$ cat config.mk
export PLATFORM = sky130hd
export DESIGN_NAME = flash_program_erase_sequencer_unit
export DESIGN_NICKNAME = d
export VERILOG_FILES = /design/src/fpes_pkg.sv /design/src/fpes_front.sv /design/src/fpes_queue.sv /design/src/fpes_back.sv /design/src/flash_program_erase_sequencer_unit.sv
export SDC_FILE = /design/constraint.sdc
export NUM_CORES = 1
export LEC_CHECK = 0
export BUFFER_PORTS_ARGS = -buffer_cell sky130_fd_sc_hd__buf_4
export CORE_MARGIN = 2
export CORE_UTILIZATION = 51
export DETAILED_ROUTE_END_ITERATION = 8
export GPL_ROUTABILITY_DRIVEN = 0
export PLACE_DENSITY_LB_ADDON = 0.08
export SLEW_MARGIN = 20
export SYNTH_ARGS = -nofsm -noshare
export SYNTH_HDL_FRONTEND = slang
export SYNTH_SLANG_ARGS = --single-unit
export TNS_END_PERCENT = 100
$ cat constraint.sdc
create_clock -name clk -period 2.9 [get_ports clk]
set_input_delay 0.29 -clock clk [delete_from_list [all_inputs] [get_ports clk]]
set_output_delay 0.29 -clock clk [all_outputs]
set_load 0.02 [all_outputs]
$ cat src/fpes_pkg.sv
`default_nettype none
// ----------------------------------------------------------------------------
// Flash program/erase sequencer package
// Shared types, codes and constants of the sequencer front end, queue and
// bus-cycle generator.
// ----------------------------------------------------------------------------
package fpes_pkg;

  localparam int ADDR_BITS = 16;
  localparam logic [15:0] ADDR_MASK =
    (ADDR_BITS >= 16) ? 16'hFFFF : 16'((32'd1 << ADDR_BITS) - 32'd1);

  // Input command codes.
  localparam logic [2:0] CMD_PROGRAM      = 3'd0;
  localparam logic [2:0] CMD_ERASE_BEGIN  = 3'd1;
  localparam logic [2:0] CMD_ERASE_VERIFY = 3'd2;
  localparam logic [2:0] CMD_READ         = 3'd3;
  localparam logic [2:0] CMD_RESPONSE     = 3'd4;

  // Result bus operations.
  localparam logic [1:0] OP_WRITE  = 2'd0;
  localparam logic [1:0] OP_READ   = 2'd1;
  localparam logic [1:0] OP_REPORT = 2'd2;

  // Report status codes.
  localparam logic [1:0] ST_PASS = 2'd0;
  localparam logic [1:0] ST_FAIL = 2'd1;
  localparam logic [1:0] ST_BUSY = 2'd2;

  // Flash command bytes.
  localparam logic [7:0] FL_PROGRAM = 8'h40;
  localparam logic [7:0] FL_VERIFY  = 8'h0C;
  localparam logic [7:0] FL_ERASE   = 8'h20;
  localparam logic [7:0] FL_BLANK   = 8'hFF;

  // Configuration register indexes.
  localparam logic [2:0] REG_MAX_PROGRAM_TRIES = 3'd0;
  localparam logic [2:0] REG_MAX_ERASE_PULSES  = 3'd1;
  localparam logic [2:0] REG_PROGRAM_HOLD_US   = 3'd2;
  localparam logic [2:0] REG_VERIFY_HOLD_US    = 3'd3;
  localparam logic [2:0] REG_ERASE_HOLD_US     = 3'd4;

  typedef enum logic [1:0] {
    PH_IDLE,
    PH_PROG,
    PH_ERASE,
    PH_READ
  } phase_t;

  typedef enum logic [2:0] {
    JOB_PROGRAM,
    JOB_ERASE_ARM,
    JOB_ERASE_READ,
    JOB_READ,
    JOB_REPORT
  } job_kind_t;

  typedef struct packed {
    job_kind_t   kind;
    logic [15:0] address;
    logic [7:0]  data;
    logic [1:0]  status;
  } job_t;

  typedef struct packed {
    logic [2:0]  command;
    logic [15:0] address;
    logic [7:0]  write_value;
    logic [7:0]  device_value;
  } in_item_t;

  typedef struct packed {
    logic [1:0]  bus_op;
    logic [15:0] bus_address;
    logic [7:0]  bus_data;
    logic        strobe_us;
    logic [15:0] hold_us;
    logic [1:0]  status;
    logic        last;
  } out_item_t;

  typedef struct packed {
    logic [7:0]  max_program_tries;
    logic [7:0]  max_erase_pulses;
    logic [7:0]  program_hold_us;
    logic [7:0]  verify_hold_us;
    logic [15:0] erase_hold_us;
  } cfg_t;

endpackage
`default_nettype wire

$ cat src/fpes_front.sv
`default_nettype none
// ----------------------------------------------------------------------------
// Sequencer front end
// Accepts commands, tracks the program/erase state and turns each command
// into at most one bus-cycle or report job for the back end.
// ----------------------------------------------------------------------------
module fpes_front (
  input  wire                 clk,
  input  wire                 rst,
  input  wire fpes_pkg::cfg_t cfg,
  input  wire                 accept,
  input  wire fpes_pkg::in_item_t item,
  output logic                push,
  output fpes_pkg::job_t      job
);
  import fpes_pkg::*;

  phase_t      phase, phase_next;
  logic [7:0]  try_count, try_count_next;
  logic [7:0]  erase_pulse_count, erase_pulse_count_next;
  logic        erase_armed, erase_armed_next;
  logic [15:0] held_address, held_address_next;
  logic [7:0]  held_value, held_value_next;

  logic [15:0] adr;
  logic        busy;
  logic [7:0]  pulse_inc;

  assign adr       = item.address & ADDR_MASK;
  assign busy      = (item.command <= CMD_READ) && (phase != PH_IDLE);
  assign pulse_inc = (erase_pulse_count == 8'hFF) ? erase_pulse_count
                                                  : erase_pulse_count + 8'd1;

  always_ff @(posedge clk) begin
    if (rst) begin
      phase             <= PH_IDLE;
      try_count         <= 8'd0;
      erase_pulse_count <= 8'd0;
      erase_armed       <= 1'b1;
      held_address      <= 16'd0;
      held_value        <= 8'd0;
    end else if (accept) begin
      phase             <= phase_next;
      try_count         <= try_count_next;
      erase_pulse_count <= erase_pulse_count_next;
      erase_armed       <= erase_armed_next;
      held_address      <= held_address_next;
      held_value        <= held_value_next;
    end
  end

  // Next state.
  always_comb begin
    phase_next             = phase;
    try_count_next         = try_count;
    erase_pulse_count_next = erase_pulse_count;
    erase_armed_next       = erase_armed;
    held_address_next      = held_address;
    held_value_next        = held_value;
    if (!busy) begin
      case (item.command)
        CMD_PROGRAM: begin
          held_address_next = adr;
          held_value_next   = item.write_value;
          try_count_next    = 8'd1;
          phase_next        = PH_PROG;
        end
        CMD_ERASE_BEGIN: begin
          erase_pulse_count_next = 8'd0;
          erase_armed_next       = 1'b1;
        end
        CMD_ERASE_VERIFY: begin
          held_address_next = adr;
          erase_armed_next  = 1'b0;
          phase_next        = PH_ERASE;
        end
        CMD_READ: begin
          held_address_next = adr;
          phase_next        = PH_READ;
        end
        CMD_RESPONSE: begin
          case (phase)
            PH_PROG: begin
              if (item.device_value == held_value || try_count >= cfg.max_program_tries) begin
                phase_next = PH_IDLE;
              end else begin
                try_count_next = try_count + 8'd1;
              end
            end
            PH_ERASE: begin
              if (item.device_value == FL_BLANK) begin
                phase_next = PH_IDLE;
              end else begin
                erase_pulse_count_next = pulse_inc;
                if (pulse_inc >= cfg.max_erase_pulses) begin
                  erase_armed_next = 1'b1;
                  phase_next       = PH_IDLE;
                end else begin
                  // Re-armed and the arming cycles go out right away.
                  erase_armed_next = 1'b0;
                end
              end
            end
            PH_READ: phase_next = PH_IDLE;
            default: phase_next = phase;
          endcase
        end
        default: phase_next = phase;
      endcase
    end
  end

  // Job for the back end.
  always_comb begin
    push        = 1'b0;
    job.kind    = JOB_REPORT;
    job.address = adr;
    job.data    = 8'd0;
    job.status  = ST_PASS;
    if (busy) begin
      push       = accept;
      job.status = ST_BUSY;
    end else begin
      case (item.command)
        CMD_PROGRAM: begin
          push     = accept;
          job.kind = JOB_PROGRAM;
          job.data = item.write_value;
        end
        CMD_ERASE_BEGIN: push = accept;
        CMD_ERASE_VERIFY: begin
          push     = accept;
          job.kind = erase_armed ? JOB_ERASE_ARM : JOB_ERASE_READ;
        end
        CMD_READ: begin
          push     = accept;
          job.kind = JOB_READ;
        end
        CMD_RESPONSE: begin
          job.address = held_address;
          job.data    = item.device_value;
          case (phase)
            PH_PROG: begin
              push = accept;
              if (item.device_value == held_value) begin
                job.status = ST_PASS;
              end else if (try_count >= cfg.max_program_tries) begin
                job.status = ST_FAIL;
              end else begin
                job.kind = JOB_PROGRAM;
                job.data = held_value;
              end
            end
            PH_ERASE: begin
              push = accept;
              if (item.device_value == FL_BLANK) begin
                job.status = ST_PASS;
              end else if (pulse_inc >= cfg.max_erase_pulses) begin
                job.status = ST_FAIL;
              end else begin
                job.kind = JOB_ERASE_ARM;
              end
            end
            PH_READ: push = accept;
            default: push = 1'b0;
          endcase
        end
        default: push = 1'b0;
      endcase
    end
  end

endmodule
`default_nettype wire

$ cat src/fpes_queue.sv
`default_nettype none
// ----------------------------------------------------------------------------
// Job queue
// Two-entry queue that decouples the command front end from the bus-cycle
// generator.
// ----------------------------------------------------------------------------
module fpes_queue (
  input  wire                 clk,
  input  wire                 rst,
  input  wire                 push,
  input  wire fpes_pkg::job_t push_job,
  output logic                full,
  input  wire                 pop,
  output logic                head_valid,
  output fpes_pkg::job_t      head_job
);
  import fpes_pkg::*;

  job_t       mem [2];
  logic       wr_ptr;
  logic       rd_ptr;
  logic [1:0] count;

  assign full       = (count == 2'd2);
  assign head_valid = (count != 2'd0);
  assign head_job   = mem[rd_ptr];

  always_ff @(posedge clk) begin
    if (push) begin
      mem[wr_ptr] <= push_job;
    end
  end

  always_ff @(posedge clk) begin
    if (rst) begin
      wr_ptr <= 1'b0;
      rd_ptr <= 1'b0;
      count  <= 2'd0;
    end else begin
      if (push) begin
        wr_ptr <= ~wr_ptr;
      end
      if (pop) begin
        rd_ptr <= ~rd_ptr;
      end
      count <= count + {1'b0, push} - {1'b0, pop};
    end
  end

endmodule
`default_nettype wire

$ cat src/fpes_back.sv
`default_nettype none
// ----------------------------------------------------------------------------
// Bus-cycle generator
// Expands the job at the head of the queue into its bus cycles or report,
// one result per cycle while out_ready allows, through a registered output stage.
// ----------------------------------------------------------------------------
module fpes_back (
  input  wire                  clk,
  input  wire                  rst,
  input  wire fpes_pkg::cfg_t  cfg,
  input  wire                  head_valid,
  input  wire fpes_pkg::job_t  head_job,
  output logic                 pop,
  output logic                 out_valid,
  input  wire                  out_ready,
  output fpes_pkg::out_item_t  out_item
);
  import fpes_pkg::*;

  logic [1:0] idx;
  logic [1:0] final_idx;
  logic       load;
  logic       emit;
  out_item_t  item;

  assign load = !out_valid || out_ready;
  assign emit = head_valid && load;
  assign pop  = emit && (idx == final_idx);

  always_comb begin
    case (head_job.kind)
      JOB_PROGRAM:   final_idx = 2'd3;
      JOB_ERASE_ARM: final_idx = 2'd2;
      default:       final_idx = 2'd0;
    endcase
  end

  always_comb begin
    item.bus_op      = OP_READ;
    item.bus_address = head_job.address;
    item.bus_data    = 8'd0;
    item.strobe_us   = 1'b0;
    item.hold_us     = 16'd0;
    item.status      = ST_PASS;
    item.last        = (idx == final_idx);
    case (head_job.kind)
      JOB_PROGRAM: begin
        case (idx)
          2'd0: begin
            item.bus_op    = OP_WRITE;
            item.bus_data  = FL_PROGRAM;
            item.strobe_us = 1'b1;
            item.hold_us   = 16'd1;
          end
          2'd1: begin
            item.bus_op    = OP_WRITE;
            item.bus_data  = head_job.data;
            item.strobe_us = 1'b1;
            item.hold_us   = {8'd0, cfg.program_hold_us};
          end
          2'd2: begin
            item.bus_op    = OP_WRITE;
            item.bus_data  = FL_VERIFY;
            item.strobe_us = 1'b1;
            item.hold_us   = {8'd0, cfg.verify_hold_us};
          end
          default: item.bus_op = OP_READ;
        endcase
      end
      JOB_ERASE_ARM: begin
        case (idx)
          2'd0: begin
            item.bus_op    = OP_WRITE;
            item.bus_data  = FL_ERASE;
            item.strobe_us = 1'b1;
            item.hold_us   = 16'd1;
          end
          2'd1: begin
            item.bus_op    = OP_WRITE;
            item.bus_data  = FL_ERASE;
            item.strobe_us = 1'b1;
            item.hold_us   = cfg.erase_hold_us;
          end
          default: item.hold_us = {8'd0, cfg.verify_hold_us};
        endcase
      end
      JOB_ERASE_READ: item.hold_us = {8'd0, cfg.verify_hold_us};
      JOB_READ:       item.hold_us = 16'd1;
      default: begin
        item.bus_op   = OP_REPORT;
        item.bus_data = head_job.data;
        item.status   = head_job.status;
      end
    endcase
  end

  always_ff @(posedge clk) begin
    if (rst) begin
      idx       <= 2'd0;
      out_valid <= 1'b0;
    end else if (emit) begin
      out_valid <= 1'b1;
      idx       <= pop ? 2'd0 : idx + 2'd1;
    end else if (out_ready) begin
      out_valid <= 1'b0;
    end
  end

  always_ff @(posedge clk) begin
    if (emit) begin
      out_item <= item;
    end
  end

  a_report_is_last: assert property (@(posedge clk) disable iff (rst)
    out_valid && out_item.bus_op == OP_REPORT |-> out_item.last)
    else $error("report result not marked last");

  a_strobe_on_writes_only: assert property (@(posedge clk) disable iff (rst)
    out_valid && out_item.bus_op != OP_WRITE |-> !out_item.strobe_us)
    else $error("strobe on a non-write result");

  a_status_on_reports_only: assert property (@(posedge clk) disable iff (rst)
    out_valid && out_item.bus_op != OP_REPORT |-> out_item.status == ST_PASS)
    else $error("status set on a bus cycle");

  a_burst_holds_head: assert property (@(posedge clk) disable iff (rst)
    idx != 2'd0 |-> head_valid)
    else $error("job left the queue in the middle of its burst");

endmodule
`default_nettype wire

$ cat src/flash_program_erase_sequencer_unit.sv
// With the queue empty, an accepted command is first written into the job queue, and its first
// result is then registered from the queue head into out_item.
// Throughput: one result per cycle while out_ready allows; a program job gives four, an
// erase-arming job three, every other job one, and a response in the idle phase none.
// The two-entry job queue lets new commands in while an earlier burst is still going out.
// Reset (rst, synchronous): idle phase, counters zero, erase armed, registers to their defaults.
`default_nettype none
// ----------------------------------------------------------------------------
// Flash program/erase sequencer
// Quick-pulse byte program and erase verify sequencing with retry, driving
// a stream of flash bus cycles and completion reports.
// ----------------------------------------------------------------------------
module flash_program_erase_sequencer_unit (
  input  wire                      clk,
  input  wire                      rst,
  // Configuration port.
  input  wire                      psel,
  input  wire                      penable,
  input  wire                      pwrite,
  input  wire  [4:0]               paddr,
  input  wire  [31:0]              pwdata,
  output logic [31:0]              prdata,
  output logic                     pready,
  // Command channel.
  input  wire                      in_valid,
  output logic                     in_ready,
  input  wire fpes_pkg::in_item_t  in_item,
  // Result channel.
  output logic                     out_valid,
  input  wire                      out_ready,
  output fpes_pkg::out_item_t      out_item
);
  import fpes_pkg::*;

  cfg_t       cfg;
  logic       cfg_write;
  logic [2:0] reg_index;

  logic       accept;
  logic       push;
  job_t       push_job;
  logic       full;
  logic       pop;
  logic       head_valid;
  job_t       head_job;

  // The register file. Each register sits at a word address; the two low
  // address bits are ignored and writes beyond the list are dropped.
  assign pready    = 1'b1;
  assign reg_index = paddr[4:2];
  assign cfg_write = psel && penable && pwrite && pready;

  always_ff @(posedge clk) begin
    if (rst) begin
      cfg.max_program_tries <= 8'd25;
      cfg.max_erase_pulses  <= 8'd25;
      cfg.program_hold_us   <= 8'd10;
      cfg.verify_hold_us    <= 8'd6;
      cfg.erase_hold_us     <= 16'd10000;
    end else if (cfg_write) begin
      case (reg_index)
        REG_MAX_PROGRAM_TRIES: cfg.max_program_tries <= pwdata[7:0];
        REG_MAX_ERASE_PULSES:  cfg.max_erase_pulses  <= pwdata[7:0];
        REG_PROGRAM_HOLD_US:   cfg.program_hold_us   <= pwdata[7:0];
        REG_VERIFY_HOLD_US:    cfg.verify_hold_us    <= pwdata[7:0];
        REG_ERASE_HOLD_US:     cfg.erase_hold_us     <= pwdata[15:0];
        default:               cfg.erase_hold_us     <= cfg.erase_hold_us;
      endcase
    end
  end

  always_comb begin
    case (reg_index)
      REG_MAX_PROGRAM_TRIES: prdata = {24'd0, cfg.max_program_tries};
      REG_MAX_ERASE_PULSES:  prdata = {24'd0, cfg.max_erase_pulses};
      REG_PROGRAM_HOLD_US:   prdata = {24'd0, cfg.program_hold_us};
      REG_VERIFY_HOLD_US:    prdata = {24'd0, cfg.verify_hold_us};
      REG_ERASE_HOLD_US:     prdata = {16'd0, cfg.erase_hold_us};
      default:               prdata = 32'd0;
    endcase
  end

  // A command transaction is taken whenever the queue has room, so a
  // command that causes no result still needs a free slot to be accepted.
  // That keeps the front end free of any look at the output side.
  assign in_ready = !full;
  assign accept   = in_valid && in_ready;

  // Front end: holds the phase, retry and pulse counters and the latched
  // address and byte, and classifies each command into at most one job.
  fpes_front u_front (
    .clk    (clk),
    .rst    (rst),
    .cfg    (cfg),
    .accept (accept),
    .item   (in_item),
    .push   (push),
    .job    (push_job)
  );

  // The queue lets the front end move on to the next command while the
  // back end is still sending out a burst of bus cycles.
  fpes_queue u_queue (
    .clk        (clk),
    .rst        (rst),
    .push       (push),
    .push_job   (push_job),
    .full       (full),
    .pop        (pop),
    .head_valid (head_valid),
    .head_job   (head_job)
  );

  // Back end: one result transaction per cycle from the head job while out_ready allows, with
  // hold times from live registers that the user must change only when idle (not enforced here).
  fpes_back u_back (
    .clk        (clk),
    .rst        (rst),
    .cfg        (cfg),
    .head_valid (head_valid),
    .head_job   (head_job),
    .pop        (pop),
    .out_valid  (out_valid),
    .out_ready  (out_ready),
    .out_item   (out_item)
  );

endmodule
`default_nettype wire
==> results of run 1 <==
## critical path, delay by kind of cell, from the launching register on
| kind | cells | cell delay, ps |
|---|---|---|
| muxes | 1 | 360 |
| AOI/OAI and AO/OA | 3 | 390 |
| DFF | 1 | 350 |
| and+or+nand+nor | 5 | 1430 |
| adders and majority gates | 2 | 310 |
## final timing paths
check | slack (ps) | endpoint | depth (start not counted)
worst max register to register | -70 | u_queue.mem[1][26] | 11
worst min register to register | 450 | u_front.held_address[12] | 2
worst max-delay path | -70 | u_queue.mem[1][26] | 11
worst min-delay path | 40 | cfg[14] | 3
## routing by layer
| layer | up-vias | global-route usage [%] | wire (um) |
|---|---|---|---|
| met5 | - | 0 | 0 |
| met4 | 0 | 4.632 | 252 |
| met3 | 20 | 2.582 | 1122 |
| met2 | 175 | 35.64 | 10030 |
| met1 | 3373 | 31.56 | 10290 |
| li1 | 3578 | - | - |
## final cells by class
| type | count | share of cell area (%) |
|---|---|---|
| Sequential cell | 203 | 43.85 |
| Multi-Input combinational cell | 662 | 35.58 |
| Timing Repair Buffer | 164 | 10.65 |
| Clock buffer | 27 | 4.970 |
| Tap cell | 234 | 2.512 |
| Clock inverter | 13 | 1.342 |
| Inverter | 34 | 1.095 |
## Yosys cell counts (3+ instances only)
cell type                  number
sky130_fd_sc_hd__nand2_1      167
sky130_fd_sc_hd__edfxtp_1     104
sky130_fd_sc_hd__dfxtp_1       99
sky130_fd_sc_hd__nor2_1        71
sky130_fd_sc_hd__a21oi_1       68
sky130_fd_sc_hd__mux2i_1       62
sky130_fd_sc_hd__clkbuf_1      35
sky130_fd_sc_hd__inv_1         33
sky130_fd_sc_hd__o21ai_0       33
sky130_fd_sc_hd__nand3_1       31
sky130_fd_sc_hd__ha_1          29
sky130_fd_sc_hd__mux2_2        20
sky130_fd_sc_hd__buf_4         17
sky130_fd_sc_hd__and3_1        15
sky130_fd_sc_hd__and2_1        13
sky130_fd_sc_hd__nor2b_1       10
sky130_fd_sc_hd__xor2_1        10
sky130_fd_sc_hd__a21o_1         9
sky130_fd_sc_hd__o22ai_1        8
sky130_fd_sc_hd__a22o_1         7
sky130_fd_sc_hd__buf_2          7
sky130_fd_sc_hd__nand4_1        7
sky130_fd_sc_hd__o211ai_1       7
sky130_fd_sc_hd__or3_1          7
sky130_fd_sc_hd__a31oi_1        6
sky130_fd_sc_hd__xnor2_1        6
sky130_fd_sc_hd__nand2b_1       5
sky130_fd_sc_hd__o31ai_1        4
sky130_fd_sc_hd__and2_0         3
sky130_fd_sc_hd__nor3_1         3
sky130_fd_sc_hd__nor3b_2        3
sky130_fd_sc_hd__nor4_1         3
sky130_fd_sc_hd__or4_1          3
## kinds of logic (layout without fill, tap and decap cells)
logic type,count (synthesis),after routing,synth area share (%)
buf+inv,95,238,4.581
flops,203,203,53.55
fa+ha+maj,29,29,3.806
simple gates,354,354,17.09
compound gates,163,163,10.41
mux,83,83,9.017
other cells,2,17,0.07878
xor+xnor,16,16,1.470
## cell usage in the layout, fill, tap and decap left out, drive strengths merged, types with 5 or more instances in the layout
cell,netlist,final
nand2,168,168
buf,26,160
edfxtp,104,104
dfxtp,99,99
nor2,72,72
a21oi,69,69
mux2i,63,63
o21ai,35,35
inv,33,33
nand3,31,31
ha,29,29
clkbuf,35,27
mux2,20,20
conb,2,17
and2,16,16
and3,15,15
xor2,10,10
nor2b,10,10
clkinv,1,10
a21o,9,9
o22ai,8,8
nand4,7,7
a22o,7,7
o211ai,7,7
or3,7,7
a31oi,6,6
xnor2,6,6
nand2b,6,6
nor3,5,5
## flip-flops by register name (all words and copies together), names as in the netlist, named ones only
register,cells
u_front.erase_armed,1
u_back.idx,2
u_queue.rd_ptr,1
u_back.out_valid,1
u_front.held_address,16
u_back.out_item,46
u_front.phase,2
u_front.held_value,8
u_front.erase_pulse_count,8
u_queue.mem,58
u_queue.count,2
u_queue.wr_ptr,1
u_front.try_count,8
cfg,48
## timing repair
action                                 in CTS  in global routing
endpoints found under the hold margin       4                  0
gates resized for setup                     1                 10
hold buffers                                4                  0
pin swaps                                   1                  9
buffers inserted                            0                  2
gates cloned                                0                  0
setup endpoints to repair                   4                  9
## power breakdown
part / internal (mW) / switching [mW]
Combinational: 0.837 / 1.31
Clock: 1.70 / 1.11
Sequential: 3.62 / 0.172
==> impl_results.md, run 1 <==
- Largest fanout of any net on the critical path: 4
- R2r startpoint: u_front.erase_pulse_count[0]
- Number of global-route vias before repair: 6682
- Sort of element at the end of the critical path: flop
- Filler cells: 1530
- Post-route clock skew: 7.988 ps
- Slew HR: 38.27%
- Path category of the worst min-delay check: in2reg
- Lkg Pwr: 4.740 nW
- Post-synthesis cell count: 945
- Setup ws final: -73.93 ps
- Crit-path slowest cell: sky130_fd_sc_hd__or4_4
- Max-cap viol count: 0
- Run status: finished, violations left
- Wire length of the first global-routing pass: 34790 um
- IR drop worst, VDD: 0.3944 mV
- Vias per cell: 5.345
- Initial antenna violation count: 0
- Aggregate negative setup slack: -200.9 ps
- Area of the die: 0.01980 mm2
- Routed length per placed instance: 16.23 um
- Cts bufs inserted: 22
- Sequential area share after synthesis: 53.55%
- Global-route usage over all layers: 21.79%
- Yosys cell types: 66
- Total detailed-routing wirelength: 21690 um
- Top_reg_cell synth: sky130_fd_sc_hd__edfxtp_1
- Data arrival at the endpoint of the critical path: 3320 ps
- Setup Slack @ Placement: -48.07 ps
- Detailed-routing iteration count for the pre-antenna-repair pass: 4
- Count of flip-flops with a built-in enable after synthesis: 104
- Dominant cell type by area after synthesis: sky130_fd_sc_hd__edfxtp_1
- FF/Latch Area: 0.005111 mm2
- Maximum number of pins on one net before global-route repair: 77
- Slowest cell delay on critical path: 520 ps
- Area contributors post-synth: sky130_fd_sc_hd__edfxtp_1, sky130_fd_sc_hd__dfxtp_1, sky130_fd_sc_hd__nand2_1, sky130_fd_sc_hd__mux2i_1, sky130_fd_sc_hd__ha_1
- Number of buffers on the longest clock path: 3
- Residual DRC: 0
- Power per standard cell area: 750.6 mW/mm2
- TritonCTS clock tree: done
- Top-level port count: 160
- Post-detailed-route count of antenna-violating nets: 0
- Area fraction of the dominant cell type after synthesis: 32.76%
- Die extent in y: 140.7 um
- Synthesized area per cell: 10.09 um2
- FFs w/ async S/R, synth: 0%
- Upper clock frequency limit: 0.3363 GHz
- Die X-Extent: 140.7 um
- Post-synthesis register bit count: 203
- Cell area after technology mapping: 0.009533 mm2
- Number of cell rows: 50
- Element type at the critical path start: flop
- Antenna cells: 0
- Global route total overflow: 0
- Final Total Pwr: 8.748 mW
- Deepest level of the CTS H-tree: 1
- Final cell count without fillers: 1337
- Clock input transition at the sequential cells of the worst setup and hold paths: 60 ps
- Hold Worst Slack: 44.03 ps
- Total clock sinks: 203
- Slew at the pin with the worst max-slew slack: 921.7 ps
- Cells traversed along the worst timing path: ha_4, and2_4, nand4_1, mux2_4, ha_2, or4_4, a21oi_4, o31ai_4, or2_4, or3_4, a21boi_2
- Synthesis-to-finish area growth: 22.26%
- Required time at the worst-slack endpoint: 3250 ps
- # setup viols final: 4
- Placed instance area: 0.01081 mm2
- Utilization after layout: 62.94%
- Violated checks: setup timing
- Fraction of final layout cells sized beyond drive strength 1: 22.67%
- HPWL reported at the end of detailed placement: 14700 um
- Setup repair after global routing missed its margin: yes
- Placed cells: 1291
- Post-layout net count: 1195
- IO buf count: 124
- Fin crit period: 2974 ps
- Share of the clock period used by the worst path after layout: 102.5%
- Later-pin clock latency in the skew report: 500 ps
- Post-route cell area: 0.01165 mm2
- Startpoint of the lowest-slack hold path: pwdata[14]
- Final count of pins violating max slew: 0
- Root buffer selected by CTS: sky130_fd_sc_hd__clkbuf_16
- Total number of yosys warnings: 0
- Effective utilization at floorplan: 51.48%
- Hold Vio Cnt, Final: 0
- Type of the setup path with the least slack: reg2reg
- Violation count after the first detailed-routing iteration: 401
- Via total after detailed routing: 7146
- Core ar.: 0.01852 mm2
- Worst setup path start: u_front.erase_pulse_count[0]
- Total area of multi-input combinational cells: 0.004146 mm2
No activity file was read; power rests on OpenSTA's default activity.
==> run 2, diff against run 1 <==
- BUFFER_PORTS_ARGS: -buffer_cell sky130_fd_sc_hd__buf_4 -> default
- CORE_UTILIZATION: 51 -> 55
- DONT_BUFFER_PORTS: default -> 1
- SETUP_SLACK_MARGIN: default -> 0.4
- SKIP_CTS_REPAIR_TIMING: default -> 1
==> run 2 against run 1 <==
Clock skew down 0.51 ps. Cell count shrank 7.2%. Largest cell class unchanged. Sequential share of layout area grew 2.1 points. Sequential power increased by 13%. Combinational power fell by 45%. Count of clock-buffer cells in the layout rose by 1. The flow finishes with violations (hold timing, setup timing). Global-route usage grew 1.3 points.
==> impl_results.md, run 2 (synthesized netlist as in run 1, its figures left out) <==
- Run status: finished, violations left
- Violated checks: hold timing, setup timing
- Wire length of the first global-routing pass: 33840 um (-2.7%)
- Element type at the critical path start: flop
- # setup viols final: 6 (+2)
- Top-level port count: 160 (unchanged)
- Effective utilization at floorplan: 55.69% (+4.2 points)
- Residual DRC: 0 (unchanged)
- Most frequent standard cell in the layout excluding fill and tap cells: sky130_fd_sc_hd__nand2_1
- Global route total overflow: 0 (unchanged)
- Lkg Pwr: 4.276 nW (-9.8%)
- Total detailed-routing wirelength: 22440 um (+3.4%)
- Setup ws final: -94.82 ps (-20.89 ps)
- Reg with most FFs: u_queue.mem
- Total clock sinks: 203 (unchanged)
- Commonest cells after routing, fill and taps aside: sky130_fd_sc_hd__nand2_1, sky130_fd_sc_hd__edfxtp_1, sky130_fd_sc_hd__dfxtp_1, sky130_fd_sc_hd__nor2_1, sky130_fd_sc_hd__a21oi_1
- Die extent in y: 135.7 um (-3.6%)
- Cells traversed along the worst timing path: ha_4, and2_4, nand4_1, buf_4, mux2_2, ha_1, or4_4, a21oi_2, o31ai_2, or2_4, or3_1, a21boi_2
- Upper clock frequency limit: 0.3339 GHz (-0.70%)
- Slew at the pin with the worst max-slew slack: 870.2 ps (-51.49 ps)
- Die X-Extent: 135.7 um (-3.6%)
- Root buffer selected by CTS: sky130_fd_sc_hd__clkbuf_16
- Sort of element at the end of the critical path: flop
- Fin crit period: 2995 ps (+20.89 ps)
- Power per standard cell area: 731.9 mW/mm2 (-2.5%)
- Placed instance area: 0.009853 mm2 (-8.9%)
- Path category of the worst min-delay check: in2reg
- Setup repair after global routing missed its margin: yes
- Post-route clock skew: 7.473 ps (-0.5144 ps)
- Global-route usage over all layers: 23.06% (+1.3 points)
- HPWL reported at the end of detailed placement: 14870 um (+1.2%)
- Flip-flop count of the largest register, all copies and words added: 58 (unchanged)
- Final count of pins violating max slew: 0 (unchanged)
- Biggest registers after layout: u_queue.mem x58, cfg x48, u_back.out_item x46
- Setup Slack @ Placement: -125.5 ps (-77.43 ps)
- IR drop worst, VDD: 0.4973 mV (+26%)
- Synthesis-to-finish area growth: 16.58%
- Fraction of final layout cells sized beyond drive strength 1: 12.71% (-10 points)
- Detailed-routing iteration count for the pre-antenna-repair pass: 5 (+1)
- Number of global-route vias before repair: 6750 (+1.0%)
- Aggregate negative setup slack: -435.9 ps (-235.0 ps)
- Hold Vio Cnt, Final: 3 (+3)
- Later-pin clock latency in the skew report: 490 ps (about the same)
- Core ar.: 0.01712 mm2 (-7.6%)
- Clock input transition at the sequential cells of the worst setup and hold paths: 60 ps (about the same)
- Number of cell rows: 48 (-4.0%)
- Area of the die: 0.01840 mm2 (-7.1%)
- Via total after detailed routing: 7157 (+0.15%)
- Deepest level of the CTS H-tree: 1 (unchanged)
- Hold Worst Slack: -34.35 ps (-78.39 ps)
- Share of the clock period used by the worst path after layout: 103.3% (+0.72 points)
- Slowest cell delay on critical path: 410 ps (-110 ps)
- Number of buffers on the longest clock path: 3 (unchanged)
- Initial antenna violation count: 1 (+1)
- Post-layout net count: 1108 (-7.3%)
- Cts bufs inserted: 21 (-4.5%)
- Largest fanout of any net on the critical path: 4 (unchanged)
- TritonCTS clock tree: done
- Max-cap viol count: 0 (unchanged)
- Maximum number of pins on one net before global-route repair: 78 (+1.3%)
- Post-detailed-route count of antenna-violating nets: 0 (unchanged)
- Slew HR: 41.99% (+3.7 points)
- Violation count after the first detailed-routing iteration: 487 (+21%)
- IO buf count: 0 (-100%)
- Crit-path slowest cell: sky130_fd_sc_hd__or4_4
- Required time at the worst-slack endpoint: 3250 ps (about the same)
- Routed length per placed instance: 18.08 um (+11%)
- Vias per cell: 5.767 (+7.9%)
- Post-route cell area: 0.01111 mm2 (-4.6%)
- Type of the setup path with the least slack: reg2reg
- Data arrival at the endpoint of the critical path: 3340 ps (+20 ps)
-- run 2: worst max-delay path, delay by kind of cell (launching register included) --
kind / cells / cell delay [ps]
AOI/OAI and AO/OA: 3 / 390
adders and majority gates: 2 / 350
muxes: 1 / 340
and+or+nand+nor: 5 / 1290
DFF: 1 / 350
buffers and inverters: 1 / 140
-- run 2: through the flow --
step | cells | total power [mW] | utilization [%]
global route | 1241 | 8.484 | 64.93
CTS | 1192 | 8.070 | 61.54
finish | 1241 | 8.134 | 64.93
global placement | 1154 | 5.371 | 57.57
detailed placement | 1154 | 5.426 | 57.57
floorplan | 960 | 5.095 | -
-- run 2: area by class of cell --
cell class | instances | area, um2
clock inverter | 10 | 108.9
antenna | 1 | 2.502
clock buffer | 28 | 571.8
sequential | 203 | 5112
inverter | 34 | 127.6
fill | 1348 | 6003
multi-input combinational | 662 | 4185
timing repair buffer | 78 | 723.2
tap | 225 | 281.5
-- run 2: final timing paths --
kind | from | slack, ps | endpoint | cells past startpoint
worst min register to register | u_front.held_address[14] | 460 | u_front.held_address[14] | 2
worst max register to register | u_front.erase_pulse_count[0] | -90 | u_queue.mem[1][26] | 12
worst max-delay path | u_front.erase_pulse_count[0] | -90 | u_queue.mem[1][26] | 12
worst min-delay path | pwdata[4] | -30 | cfg[28] | 2
-- run 2: layer usage --
layer	routed length, um	GRT usage (%)	vias up
met5	0	0	-
met4	429	7.292	0
met3	1584	4.115	37
met2	10650	37.85	292
met1	9770	31.21	3423
li1	-	-	3405
-- run 2: report_power, final --
| group | leakage [nW] | internal [mW] | switching (mW) | total, mW |
|---|---|---|---|---|
| Sequential | 1.79 | 3.64 | 0.645 | 4.29 |
| Clock | 0.332 | 1.57 | 1.08 | 2.65 |
| Combinational | 2.16 | 0.454 | 0.739 | 1.19 |
